==> src/design/sha256_pkg.sv <==
// shared types, constants and sigma functions for the sha-256 hasher
// no dependencies
`timescale 1ns / 1ps

package sha256_pkg;

  typedef logic [31:0]      word_t;
  typedef logic [7:0]       byte_t;
  typedef logic [7:0][31:0] digest_t;
  typedef logic [5:0]       round_idx_t;
  typedef logic [2:0]       word_idx_t;

  localparam int unsigned NUM_ROUNDS = 64;
  localparam int unsigned BLOCK_BYTES = 64;
  localparam int unsigned BLOCK_BITS = 8 * BLOCK_BYTES;

  localparam byte_t      PAD_MARK_BYTE = 8'h80;
  localparam byte_t      PAD_ZERO_BYTE = 8'h00;
  localparam logic [5:0] FILL_LAST = 6'd63;
  localparam logic [5:0] FILL_LEN_START = 6'd56;
  localparam round_idx_t ROUND_LAST = 6'd63;
  localparam word_idx_t  WORD_LAST = 3'd7;
  localparam logic [63:0] BLOCK_BIT_COUNT = 64'd512;

  // initial hash value, index 0 is the first word
  localparam digest_t INIT_HASH = {
    32'h5be0cd19, 32'h1f83d9ab, 32'h9b05688c, 32'h510e527f,
    32'ha54ff53a, 32'h3c6ef372, 32'hbb67ae85, 32'h6a09e667
  };

  localparam word_t ROUND_K [NUM_ROUNDS] = '{
    32'h428a2f98, 32'h71374491, 32'hb5c0fbcf, 32'he9b5dba5,
    32'h3956c25b, 32'h59f111f1, 32'h923f82a4, 32'hab1c5ed5,
    32'hd807aa98, 32'h12835b01, 32'h243185be, 32'h550c7dc3,
    32'h72be5d74, 32'h80deb1fe, 32'h9bdc06a7, 32'hc19bf174,
    32'he49b69c1, 32'hefbe4786, 32'h0fc19dc6, 32'h240ca1cc,
    32'h2de92c6f, 32'h4a7484aa, 32'h5cb0a9dc, 32'h76f988da,
    32'h983e5152, 32'ha831c66d, 32'hb00327c8, 32'hbf597fc7,
    32'hc6e00bf3, 32'hd5a79147, 32'h06ca6351, 32'h14292967,
    32'h27b70a85, 32'h2e1b2138, 32'h4d2c6dfc, 32'h53380d13,
    32'h650a7354, 32'h766a0abb, 32'h81c2c92e, 32'h92722c85,
    32'ha2bfe8a1, 32'ha81a664b, 32'hc24b8b70, 32'hc76c51a3,
    32'hd192e819, 32'hd6990624, 32'hf40e3585, 32'h106aa070,
    32'h19a4c116, 32'h1e376c08, 32'h2748774c, 32'h34b0bcb5,
    32'h391c0cb3, 32'h4ed8aa4a, 32'h5b9cca4f, 32'h682e6ff3,
    32'h748f82ee, 32'h78a5636f, 32'h84c87814, 32'h8cc70208,
    32'h90befffa, 32'ha4506ceb, 32'hbef9a3f7, 32'hc67178f2
  };

  // control from the sequencer to the message window
  typedef struct packed {
    logic  shift_byte;
    logic  shift_word;
    byte_t byte_val;
  } sched_ctl_t;

  // control from the sequencer to the round unit
  typedef struct packed {
    logic       init;
    logic       step;
    logic       fold;
    logic       restart;
    round_idx_t round;
  } round_ctl_t;

  function automatic word_t big_sigma0(word_t x);
    return {x[1:0], x[31:2]} ^ {x[12:0], x[31:13]} ^ {x[21:0], x[31:22]};
  endfunction

  function automatic word_t big_sigma1(word_t x);
    return {x[5:0], x[31:6]} ^ {x[10:0], x[31:11]} ^ {x[24:0], x[31:25]};
  endfunction

  function automatic word_t small_sigma0(word_t x);
    return {x[6:0], x[31:7]} ^ {x[17:0], x[31:18]} ^ {3'b000, x[31:3]};
  endfunction

  function automatic word_t small_sigma1(word_t x);
    return {x[16:0], x[31:17]} ^ {x[18:0], x[31:19]} ^ {10'b0, x[31:10]};
  endfunction

endpackage

==> src/design/sha256_if.sv <==
// valid/ready channel interfaces: message byte input and digest word output
// depends on sha256_pkg
`timescale 1ns / 1ps

interface sha256_in_if import sha256_pkg::*; ();
  logic  valid;
  logic  ready;
  byte_t data_byte;
  logic  byte_present;
  logic  message_end;

  modport source (output valid, output data_byte, output byte_present,
                  output message_end, input ready);
  modport sink (input valid, input data_byte, input byte_present,
                input message_end, output ready);
endinterface

interface sha256_out_if import sha256_pkg::*; ();
  logic      valid;
  logic      ready;
  word_t     digest_word;
  word_idx_t word_index;
  logic      last_word;

  modport source (output valid, output digest_word, output word_index,
                  output last_word, input ready);
  modport sink (input valid, input digest_word, input word_index,
                input last_word, output ready);
endinterface

==> src/design/sha256_sched.sv <==
// message window: collects block bytes and expands the message schedule
// depends on sha256_pkg
`timescale 1ns / 1ps

module sha256_sched import sha256_pkg::*; (
  input  logic       clk,
  input  sched_ctl_t ctl,
  output word_t      w_cur
);

  // word i of the window sits at bits [BLOCK_BITS-1-32*i -: 32]
  logic [BLOCK_BITS-1:0] win_r;
  word_t                 w_new;

  assign w_cur = win_r[BLOCK_BITS-1 -: 32];

  always_comb begin
    w_new = small_sigma1(win_r[BLOCK_BITS-1-32*14 -: 32])
          + win_r[BLOCK_BITS-1-32*9 -: 32]
          + small_sigma0(win_r[BLOCK_BITS-1-32*1 -: 32])
          + win_r[BLOCK_BITS-1 -: 32];
  end

  always_ff @(posedge clk) begin
    if (ctl.shift_byte) begin
      win_r <= {win_r[BLOCK_BITS-9:0], ctl.byte_val};
    end else if (ctl.shift_word) begin
      win_r <= {win_r[BLOCK_BITS-33:0], w_new};
    end
  end

endmodule

==> src/design/sha256_round.sv <==
// shared round unit: one compression round per cycle plus chaining words
// depends on sha256_pkg
`timescale 1ns / 1ps

module sha256_round import sha256_pkg::*; (
  input  logic       clk,
  input  logic       rst_n,
  input  round_ctl_t ctl,
  input  word_t      w_cur,
  output digest_t    chain
);

  digest_t chain_r;
  digest_t work_r;
  word_t   t1;
  word_t   t2;
  word_t   ch;
  word_t   maj;

  assign chain = chain_r;

  always_comb begin
    ch  = (work_r[4] & work_r[5]) ^ (~work_r[4] & work_r[6]);
    maj = (work_r[0] & work_r[1]) ^ (work_r[0] & work_r[2]) ^ (work_r[1] & work_r[2]);
    t1  = work_r[7] + big_sigma1(work_r[4]) + ch + ROUND_K[ctl.round] + w_cur;
    t2  = big_sigma0(work_r[0]) + maj;
  end

  always_ff @(posedge clk) begin
    if (!rst_n) begin
      chain_r <= INIT_HASH;
    end else if (ctl.restart) begin
      chain_r <= INIT_HASH;
    end else if (ctl.fold) begin
      for (int i = 0; i < 8; i++) begin
        chain_r[i] <= chain_r[i] + work_r[i];
      end
    end
  end

  // working variables a..h at index 0..7
  always_ff @(posedge clk) begin
    if (ctl.init) begin
      work_r <= chain_r;
    end else if (ctl.step) begin
      work_r <= {work_r[6], work_r[5], work_r[4], work_r[3] + t1,
                 work_r[2], work_r[1], work_r[0], t1 + t2};
    end
  end

endmodule

==> src/design/sha256_digest_out.sv <==
// digest output buffer: holds eight words and hands them out one per beat
// depends on sha256_pkg and sha256_out_if
`timescale 1ns / 1ps

module sha256_digest_out import sha256_pkg::*; (
  input  logic                clk,
  input  logic                rst_n,
  input  logic                load,
  input  digest_t             digest,
  output logic                busy,
  sha256_out_if.source        out_ch
);

  digest_t   buf_r;
  word_idx_t idx_r;
  logic      valid_r;
  logic      beat;

  assign beat               = valid_r && out_ch.ready;
  assign busy               = valid_r;
  assign out_ch.valid       = valid_r;
  assign out_ch.digest_word = buf_r[0];
  assign out_ch.word_index  = idx_r;
  assign out_ch.last_word   = (idx_r == WORD_LAST);

  always_ff @(posedge clk) begin
    if (!rst_n) begin
      valid_r <= 1'b0;
      idx_r   <= '0;
    end else if (load) begin
      valid_r <= 1'b1;
      idx_r   <= '0;
    end else if (beat) begin
      valid_r <= (idx_r != WORD_LAST);
      idx_r   <= idx_r + 3'd1;
    end
  end

  always_ff @(posedge clk) begin
    if (load) begin
      buf_r <= digest;
    end else if (beat) begin
      buf_r <= {32'h0, buf_r[7:1]};
    end
  end

endmodule

==> src/design/sha256_byte_stream_hasher.sv <==
// message bytes are taken one per beat while a block fills; the beat that fills a block
// closes the input for a compression (load, 64 rounds on the shared round unit, fold)
// end of message: mark, zero and length pad bytes and one or two compressions, then 8 word beats
// the input stays closed while a block compresses, while padding runs and until the handover
// the input reopens as soon as the digest sits in the output buffer
// reset (synchronous, rst_n low): initial hash words, zero length, empty block, no output
`timescale 1ns / 1ps

module sha256_byte_stream_hasher import sha256_pkg::*; (
  input  logic         clk,
  input  logic         rst_n,
  sha256_in_if.sink    in_ch,
  sha256_out_if.source out_ch
);

  // sequencer states
  typedef enum logic [2:0] {
    S_IDLE,
    S_PAD_MARK,
    S_PAD_ZERO,
    S_PAD_LEN,
    S_COMP_INIT,
    S_COMP_RUN,
    S_COMP_FOLD,
    S_FINAL
  } state_t;

  state_t      state_r, state_nxt;
  state_t      ret_r, ret_nxt;       // where to go after a compression
  logic [5:0]  fill_r, fill_nxt;     // bytes in the current block
  logic [63:0] bits_done_r, bits_done_nxt;
  logic [63:0] len_r, len_nxt;       // message bit length, shifted out msb first
  round_idx_t  round_r, round_nxt;

  sched_ctl_t  sched_ctl;
  round_ctl_t  round_ctl;
  word_t       w_cur;
  digest_t     chain;
  logic        out_busy;
  logic        out_load;
  logic        in_beat;

  assign in_ch.ready = (state_r == S_IDLE);
  assign in_beat     = in_ch.valid && in_ch.ready;

  always_comb begin
    state_nxt     = state_r;
    ret_nxt       = ret_r;
    fill_nxt      = fill_r;
    bits_done_nxt = bits_done_r;
    len_nxt       = len_r;
    round_nxt     = round_r;

    sched_ctl     = '0;
    round_ctl     = '0;
    round_ctl.round = round_r;
    out_load      = 1'b0;

    unique case (state_r)
      S_IDLE: begin
        if (in_beat) begin
          if (in_ch.byte_present) begin
            sched_ctl.shift_byte = 1'b1;
            sched_ctl.byte_val   = in_ch.data_byte;
            if (fill_r == FILL_LAST) begin
              // message byte completes a block
              fill_nxt      = '0;
              bits_done_nxt = bits_done_r + BLOCK_BIT_COUNT;
              ret_nxt       = in_ch.message_end ? S_PAD_MARK : S_IDLE;
              state_nxt     = S_COMP_INIT;
            end else begin
              fill_nxt = fill_r + 6'd1;
              if (in_ch.message_end) begin
                state_nxt = S_PAD_MARK;
              end
            end
          end else if (in_ch.message_end) begin
            state_nxt = S_PAD_MARK;
          end
        end
      end

      S_PAD_MARK: begin
        sched_ctl.shift_byte = 1'b1;
        sched_ctl.byte_val   = PAD_MARK_BYTE;
        // total length wraps modulo 2^64
        len_nxt = bits_done_r + {55'd0, fill_r, 3'd0};
        if (fill_r == FILL_LAST) begin
          fill_nxt  = '0;
          ret_nxt   = S_PAD_ZERO;
          state_nxt = S_COMP_INIT;
        end else begin
          fill_nxt  = fill_r + 6'd1;
          state_nxt = S_PAD_ZERO;
        end
      end

      S_PAD_ZERO: begin
        if (fill_r == FILL_LEN_START) begin
          state_nxt = S_PAD_LEN;
        end else begin
          sched_ctl.shift_byte = 1'b1;
          sched_ctl.byte_val   = PAD_ZERO_BYTE;
          if (fill_r == FILL_LAST) begin
            // length does not fit, close this block and pad another
            fill_nxt  = '0;
            ret_nxt   = S_PAD_ZERO;
            state_nxt = S_COMP_INIT;
          end else begin
            fill_nxt = fill_r + 6'd1;
          end
        end
      end

      S_PAD_LEN: begin
        sched_ctl.shift_byte = 1'b1;
        sched_ctl.byte_val   = len_r[63:56];
        len_nxt              = {len_r[55:0], 8'h00};
        if (fill_r == FILL_LAST) begin
          fill_nxt  = '0;
          ret_nxt   = S_FINAL;
          state_nxt = S_COMP_INIT;
        end else begin
          fill_nxt = fill_r + 6'd1;
        end
      end

      S_COMP_INIT: begin
        round_ctl.init = 1'b1;
        round_nxt      = '0;
        state_nxt      = S_COMP_RUN;
      end

      S_COMP_RUN: begin
        round_ctl.step       = 1'b1;
        sched_ctl.shift_word = 1'b1;
        round_nxt            = round_r + 6'd1;
        if (round_r == ROUND_LAST) begin
          state_nxt = S_COMP_FOLD;
        end
      end

      S_COMP_FOLD: begin
        round_ctl.fold = 1'b1;
        state_nxt      = ret_r;
      end

      S_FINAL: begin
        // wait for the previous digest to drain, then hand over and start over
        if (!out_busy) begin
          out_load          = 1'b1;
          round_ctl.restart = 1'b1;
          bits_done_nxt     = '0;
          fill_nxt          = '0;
          state_nxt         = S_IDLE;
        end
      end

      default: begin
        state_nxt = S_IDLE;
      end
    endcase
  end

  always_ff @(posedge clk) begin
    if (!rst_n) begin
      state_r     <= S_IDLE;
      ret_r       <= S_IDLE;
      fill_r      <= '0;
      bits_done_r <= '0;
      round_r     <= '0;
    end else begin
      state_r     <= state_nxt;
      ret_r       <= ret_nxt;
      fill_r      <= fill_nxt;
      bits_done_r <= bits_done_nxt;
      round_r     <= round_nxt;
    end
    len_r <= len_nxt;
  end

  // block window and schedule expansion
  sha256_sched u_sched (
    .clk   (clk),
    .ctl   (sched_ctl),
    .w_cur (w_cur)
  );

  // shared round unit with the chaining words
  sha256_round u_round (
    .clk   (clk),
    .rst_n (rst_n),
    .ctl   (round_ctl),
    .w_cur (w_cur),
    .chain (chain)
  );

  // digest buffer toward the result channel
  sha256_digest_out u_out (
    .clk    (clk),
    .rst_n  (rst_n),
    .load   (out_load),
    .digest (chain),
    .busy   (out_busy),
    .out_ch (out_ch)
  );

endmodule

==> src/flat_wrapper.sv <==
// flat-port wrapper written by rule: the top's interface ports become plain ports
module sha256_byte_stream_hasher_flat import sha256_pkg::*;
  (clk, rst_n, in_ch_valid, in_ch_data_byte, in_ch_byte_present, in_ch_message_end, in_ch_ready, out_ch_valid, out_ch_digest_word, out_ch_word_index, out_ch_last_word, out_ch_ready);
  sha256_in_if in_ch_i ();
  sha256_out_if out_ch_i ();
  input  logic clk;
  input  logic rst_n;
  input wire logic [$bits(in_ch_i.valid)-1:0] in_ch_valid;
  input wire logic [$bits(in_ch_i.data_byte)-1:0] in_ch_data_byte;
  input wire logic [$bits(in_ch_i.byte_present)-1:0] in_ch_byte_present;
  input wire logic [$bits(in_ch_i.message_end)-1:0] in_ch_message_end;
  output wire logic [$bits(in_ch_i.ready)-1:0] in_ch_ready;
  output wire logic [$bits(out_ch_i.valid)-1:0] out_ch_valid;
  output wire logic [$bits(out_ch_i.digest_word)-1:0] out_ch_digest_word;
  output wire logic [$bits(out_ch_i.word_index)-1:0] out_ch_word_index;
  output wire logic [$bits(out_ch_i.last_word)-1:0] out_ch_last_word;
  input wire logic [$bits(out_ch_i.ready)-1:0] out_ch_ready;
  assign in_ch_i.valid = in_ch_valid;
  assign in_ch_i.data_byte = in_ch_data_byte;
  assign in_ch_i.byte_present = in_ch_byte_present;
  assign in_ch_i.message_end = in_ch_message_end;
  assign in_ch_ready = in_ch_i.ready;
  assign out_ch_valid = out_ch_i.valid;
  assign out_ch_digest_word = out_ch_i.digest_word;
  assign out_ch_word_index = out_ch_i.word_index;
  assign out_ch_last_word = out_ch_i.last_word;
  assign out_ch_i.ready = out_ch_ready;
  sha256_byte_stream_hasher u_core (.clk(clk), .rst_n(rst_n), .in_ch(in_ch_i), .out_ch(out_ch_i));
endmodule
==> config.mk <==
export PLATFORM = sky130hd
export DESIGN_NAME = sha256_byte_stream_hasher_flat
export DESIGN_NICKNAME = d
export VERILOG_FILES = /design/src/design/sha256_pkg.sv /design/src/design/sha256_if.sv /design/src/design/sha256_sched.sv /design/src/design/sha256_round.sv /design/src/design/sha256_digest_out.sv /design/src/design/sha256_byte_stream_hasher.sv /design/src/flat_wrapper.sv
export SDC_FILE = /design/constraint.sdc
export NUM_CORES = 2
export LEC_CHECK = 0
export ABC_AREA = 1
export BUFFER_PORTS_ARGS = -buffer_cell sky130_fd_sc_hd__buf_2
export CORE_MARGIN = 10
export CORE_UTILIZATION = 45
export DETAILED_ROUTE_END_ITERATION = 10
export SETUP_SLACK_MARGIN = 0.5
export SKIP_CTS_REPAIR_TIMING = 1
export SLEW_MARGIN = 10
export SYNTH_ARGS = -nofsm -noshare
export SYNTH_HDL_FRONTEND = slang
export SYNTH_SLANG_ARGS = --single-unit
==> constraint.sdc <==
create_clock -name clk -period 37.9 [get_ports clk]
set_clock_uncertainty 0.05 [all_clocks]
set_input_delay 3.79 -clock clk [delete_from_list [all_inputs] [get_ports clk]]
set_output_delay 3.79 -clock clk [all_outputs]
set_load 0.1 [all_outputs]
==> summary.md <==
| Metric | Value |
|---|---|
| CTS Root Cell | clkbuf_16 |
| Final TNS setup | 0 ps |
| 1st-pass router iterations | 6 |
| Async SR Flop Fraction | 0% |
| Die area | 220000 sq um |
| Placed cell count | roughly 14k |
| Die width | roughly 470 um |
| Core Region | 200000 sq um |
| Total GRT Usage | 29.6% |
| Post-synthesis sequential area ratio | 43.4% |
| GPL Wtd Cong | just under 1 |
| CTS clk-pin slew, worst paths | 60 ps |
| Worst Hold Launch | u_core.ret_r[1] |
| Post-route insts no fill | around 14k |
| Final setup viols | 0 |
| First-pass GRT wire length | between 400000 and 500000 um |
| Hold WC Path Type | flip-flop to flip-flop |
| WHS Path Cells | 2 |
| DRC viols | 0 |
| Syn Nets | 11.8k |
| CP delay by family, top | buffers and inverters |
| Fill cells | 19.6k |
| Mapped cell area | 90500 sq um |
| Area delta synth->final | 8.58% |
| Iter 0 DRT Violations | 8316 |
| Most used cell along the critical path | buf_4 |
| Synthesis-stage register bit count | 1418 |
| Synth Warn # | 0 |
| Wire per inst | ~24 um |
| Post-layout nets | 11.6k |
| Fmax | between 100 and 150 MHz |
| HPWL Detailed | ~250000 um |
| Antenna violations before repair | 8 |
| Worst slew pin tran | 1230 ps |
| Mean post-synth cell area | 8.06 sq um |
| Aggregate routed wire length | 334000 um |
| TritonCTS Buffers | between 150 and 200 |
| Final hold vios | 0 |
| Crit share post-route | 24.3% |
| Worst setup SP type | input pin |
| Critical Path Fanout Max | 126 |
| Max incr delay on CP | 910 ps |
| Pin count of the biggest net entering global routing | 246 |
| GRT overflow | 0 |
| Post-synth EDFFs | 1085 |
| R2R Path Start | u_core.round_r[1] |
| Crit path time final | 9220 ps |
| R2R depth | 36 |
| Max-cap violation count | 0 |
| Initial Utilization | a little under half |
| Critical path cell sequence | buf_2, inv_1, nor2_2, nand2_1, nand3_4, inv_8, nand2_4, buf_4, buf_4, buf_4, buf_4 |
| RSZ-0062 raised after global routing | false |
| Status | complete, no violations |
| Longest Clk Path Bufs | 3 |
| CP startpoint | in_ch_valid |
| Die Span Y | 469 um |
| Prevailing post-synth register cell | edfxtp_1 |
| Share of cells above drive strength 1 | 4.12% |
| Vias per inst | 5.63 |
| CTS tree | yes |
| Clock latency on the worst-skew pair | ~850 ps |
| Port buffer count | 51 |
| Yosys cell types | 60 |
| Final ANT Viol Nets | 0 |
| Number of I/O pins | 52 |
| # rows | 164 |
| TritonCTS Sinks | 1418 |
| H-tree levels | 4 |
| Slowest-stage cell, CP | buf_4 |
| DR vias | 77.8k |
| Final Slew Violations | 0 |
| RR Endpoint | u_core.u_round.work_r[31] |
| WHS Endpoint | u_core.ret_r[1] |
| CP endpoint kind | flip-flop |
| Worst path required time | 38300 ps |
| Vias in the first global route | 74.2k |
| Mapped Cells | 11.2k |
| Buf/Inv on CP | 7 |
| R2R setup slack | around 29000 ps |
| Type of the worst setup path | input pin to flip-flop |
| Slew Limit Headroom | 17.2% |
| Data arrival, critical path | 9620 ps |
[synthesized netlist by cell type, types with 7 or more instances]
cell type,number,area [sq um]
dfxtp_1,333,6670
o211ai_1,123,923
o221ai_1,16,140
o221a_2,10,113
nor4_1,24,150
a21o_1,55,413
a211oi_1,12,90.1
edfxtp_1,1085,32600
nand3_1,403,2020
fa_1,195,3900
a21oi_1,745,3730
o21a_1,25,188
clkbuf_1,390,1460
clkinv_1,7,26.3
o22ai_1,14,87.6
and3_1,8,50.1
buf_4,32,240
buf_1,39,146
inv_1,1281,4810
maj3_1,29,290
ha_1,395,4940
buf_2,37,185
o21ai_0,1065,5330
a21boi_0,50,375
nand2_1,3308,12400
xor2_1,246,2150
inv_2,7,26.3
nor2_1,669,2510
mux2i_1,26,260
xnor2_1,163,1430
o21bai_1,61,458
nand4_1,100,626
or2_2,46,288
a31o_2,8,70.1
a31oi_1,52,325
nand3b_1,15,113
nor3_1,99,495
[placed cells by master, fill, tap and decap left out, drive strengths merged, types with 52 or more instances in the layout]
master	netlist	layout
nand4	100	100
fa	195	195
clkbuf	390	218
edfxtp	1085	1085
dfxtp	333	333
nor3	102	102
nand3	404	404
o211ai	123	123
xor2	246	246
a21oi	745	745
o21bai	61	61
clkinv	7	63
ha	395	395
o21ai	1066	1066
buf	109	120
a21o	55	55
nor2	673	673
inv	1288	1296
xnor2	163	163
a31oi	52	52
nand2	3310	3310
[worst reg2reg max path, delay by kind of cell, from the launching register on]
kind	cells	cell delay, ps
compound gates	4	1300
xor+xnor	1	670
fa+ha+maj	7	2690
buf+inv	6	830
flops	1	640
simple gates	18	2530
[cell type report]
class | count | area [sq um] | area share [%]
Sequential cell | 1418 | 39200 | 39.9
Antenna cell | 5 | 12.5 | 0.0127
Inverter | 1295 | 4890 | 4.97
Timing Repair Buffer | 120 | 823 | 0.838
Multi-Input combinational cell | 8020 | 44400 | 45.2
Clock inverter | 88 | 1080 | 1.10
Clock buffer | 218 | 4480 | 4.56
Tap cell | 2656 | 3320 | 3.38
[metal layers]
metal	vias to the layer above	part of all wire, %	wire, um	track usage [%]
met5	-	0.012	39	0
li1	36800	-	-	-
met3	596	7.1	23700	4.58
met1	37600	45	149000	41.9
met4	6	4.6	15500	11.9
met2	2771	43	145000	45.4
[flip-flops by register name (all words and copies together), names as in the netlist]
name and cells:
u_core.u_sched.win_r 512, u_core.u_out.buf_r 224, u_core.u_round.chain 256, u_core.u_out.out_ch.digest_word 32, u_core.bits_done_r 55, u_core.state_r 3, u_core.u_out.busy 1, u_core.u_out.out_ch.word_index 3
u_core.len_r 61, u_core.round_r 6, u_core.u_round.work_r 256, u_core.ret_r 3, u_core.fill_r 6
[kinds of logic (layout without fill, tap and decap cells)]
group	count (synthesis)	count (layout)	synth area share, %
flops	1418	1418	43.4
mux	26	26	0.287
simple gates	4689	4689	20.8
xor+xnor	409	409	3.96
other cells	0	5	0
fa+ha+maj	619	619	10.1
buf+inv	1794	1721	7.63
compound gates	2277	2277	13.9
[worst max path at each step]
stage | to | cells after the start
floorplan | u_core.u_sched.win_r[0] | 6
detailed placement | u_core.u_sched.win_r[408] | 11
finish | u_core.u_sched.win_r[321] | 11
global route | u_core.u_sched.win_r[321] | 11
global placement | u_core.u_sched.win_r[408] | 11
CTS | u_core.u_sched.win_r[321] | 11
[per-stage QoR]
step	setup WS [ps]	util [%]	hold slack [ps]	instance area, sq um
detailed placement	27680	46.4	404	92700
global route	28150	49.2	435	98300
CTS	28620	49.2	414	98300
global placement	27890	46.4	402	92700
floorplan	12780	-	389	90500
finish	28680	49.2	417	98300
Power is left out: the tool's default activity adds up to more than one toggle a clock period on the data nets, which glitch-free logic cannot reach.
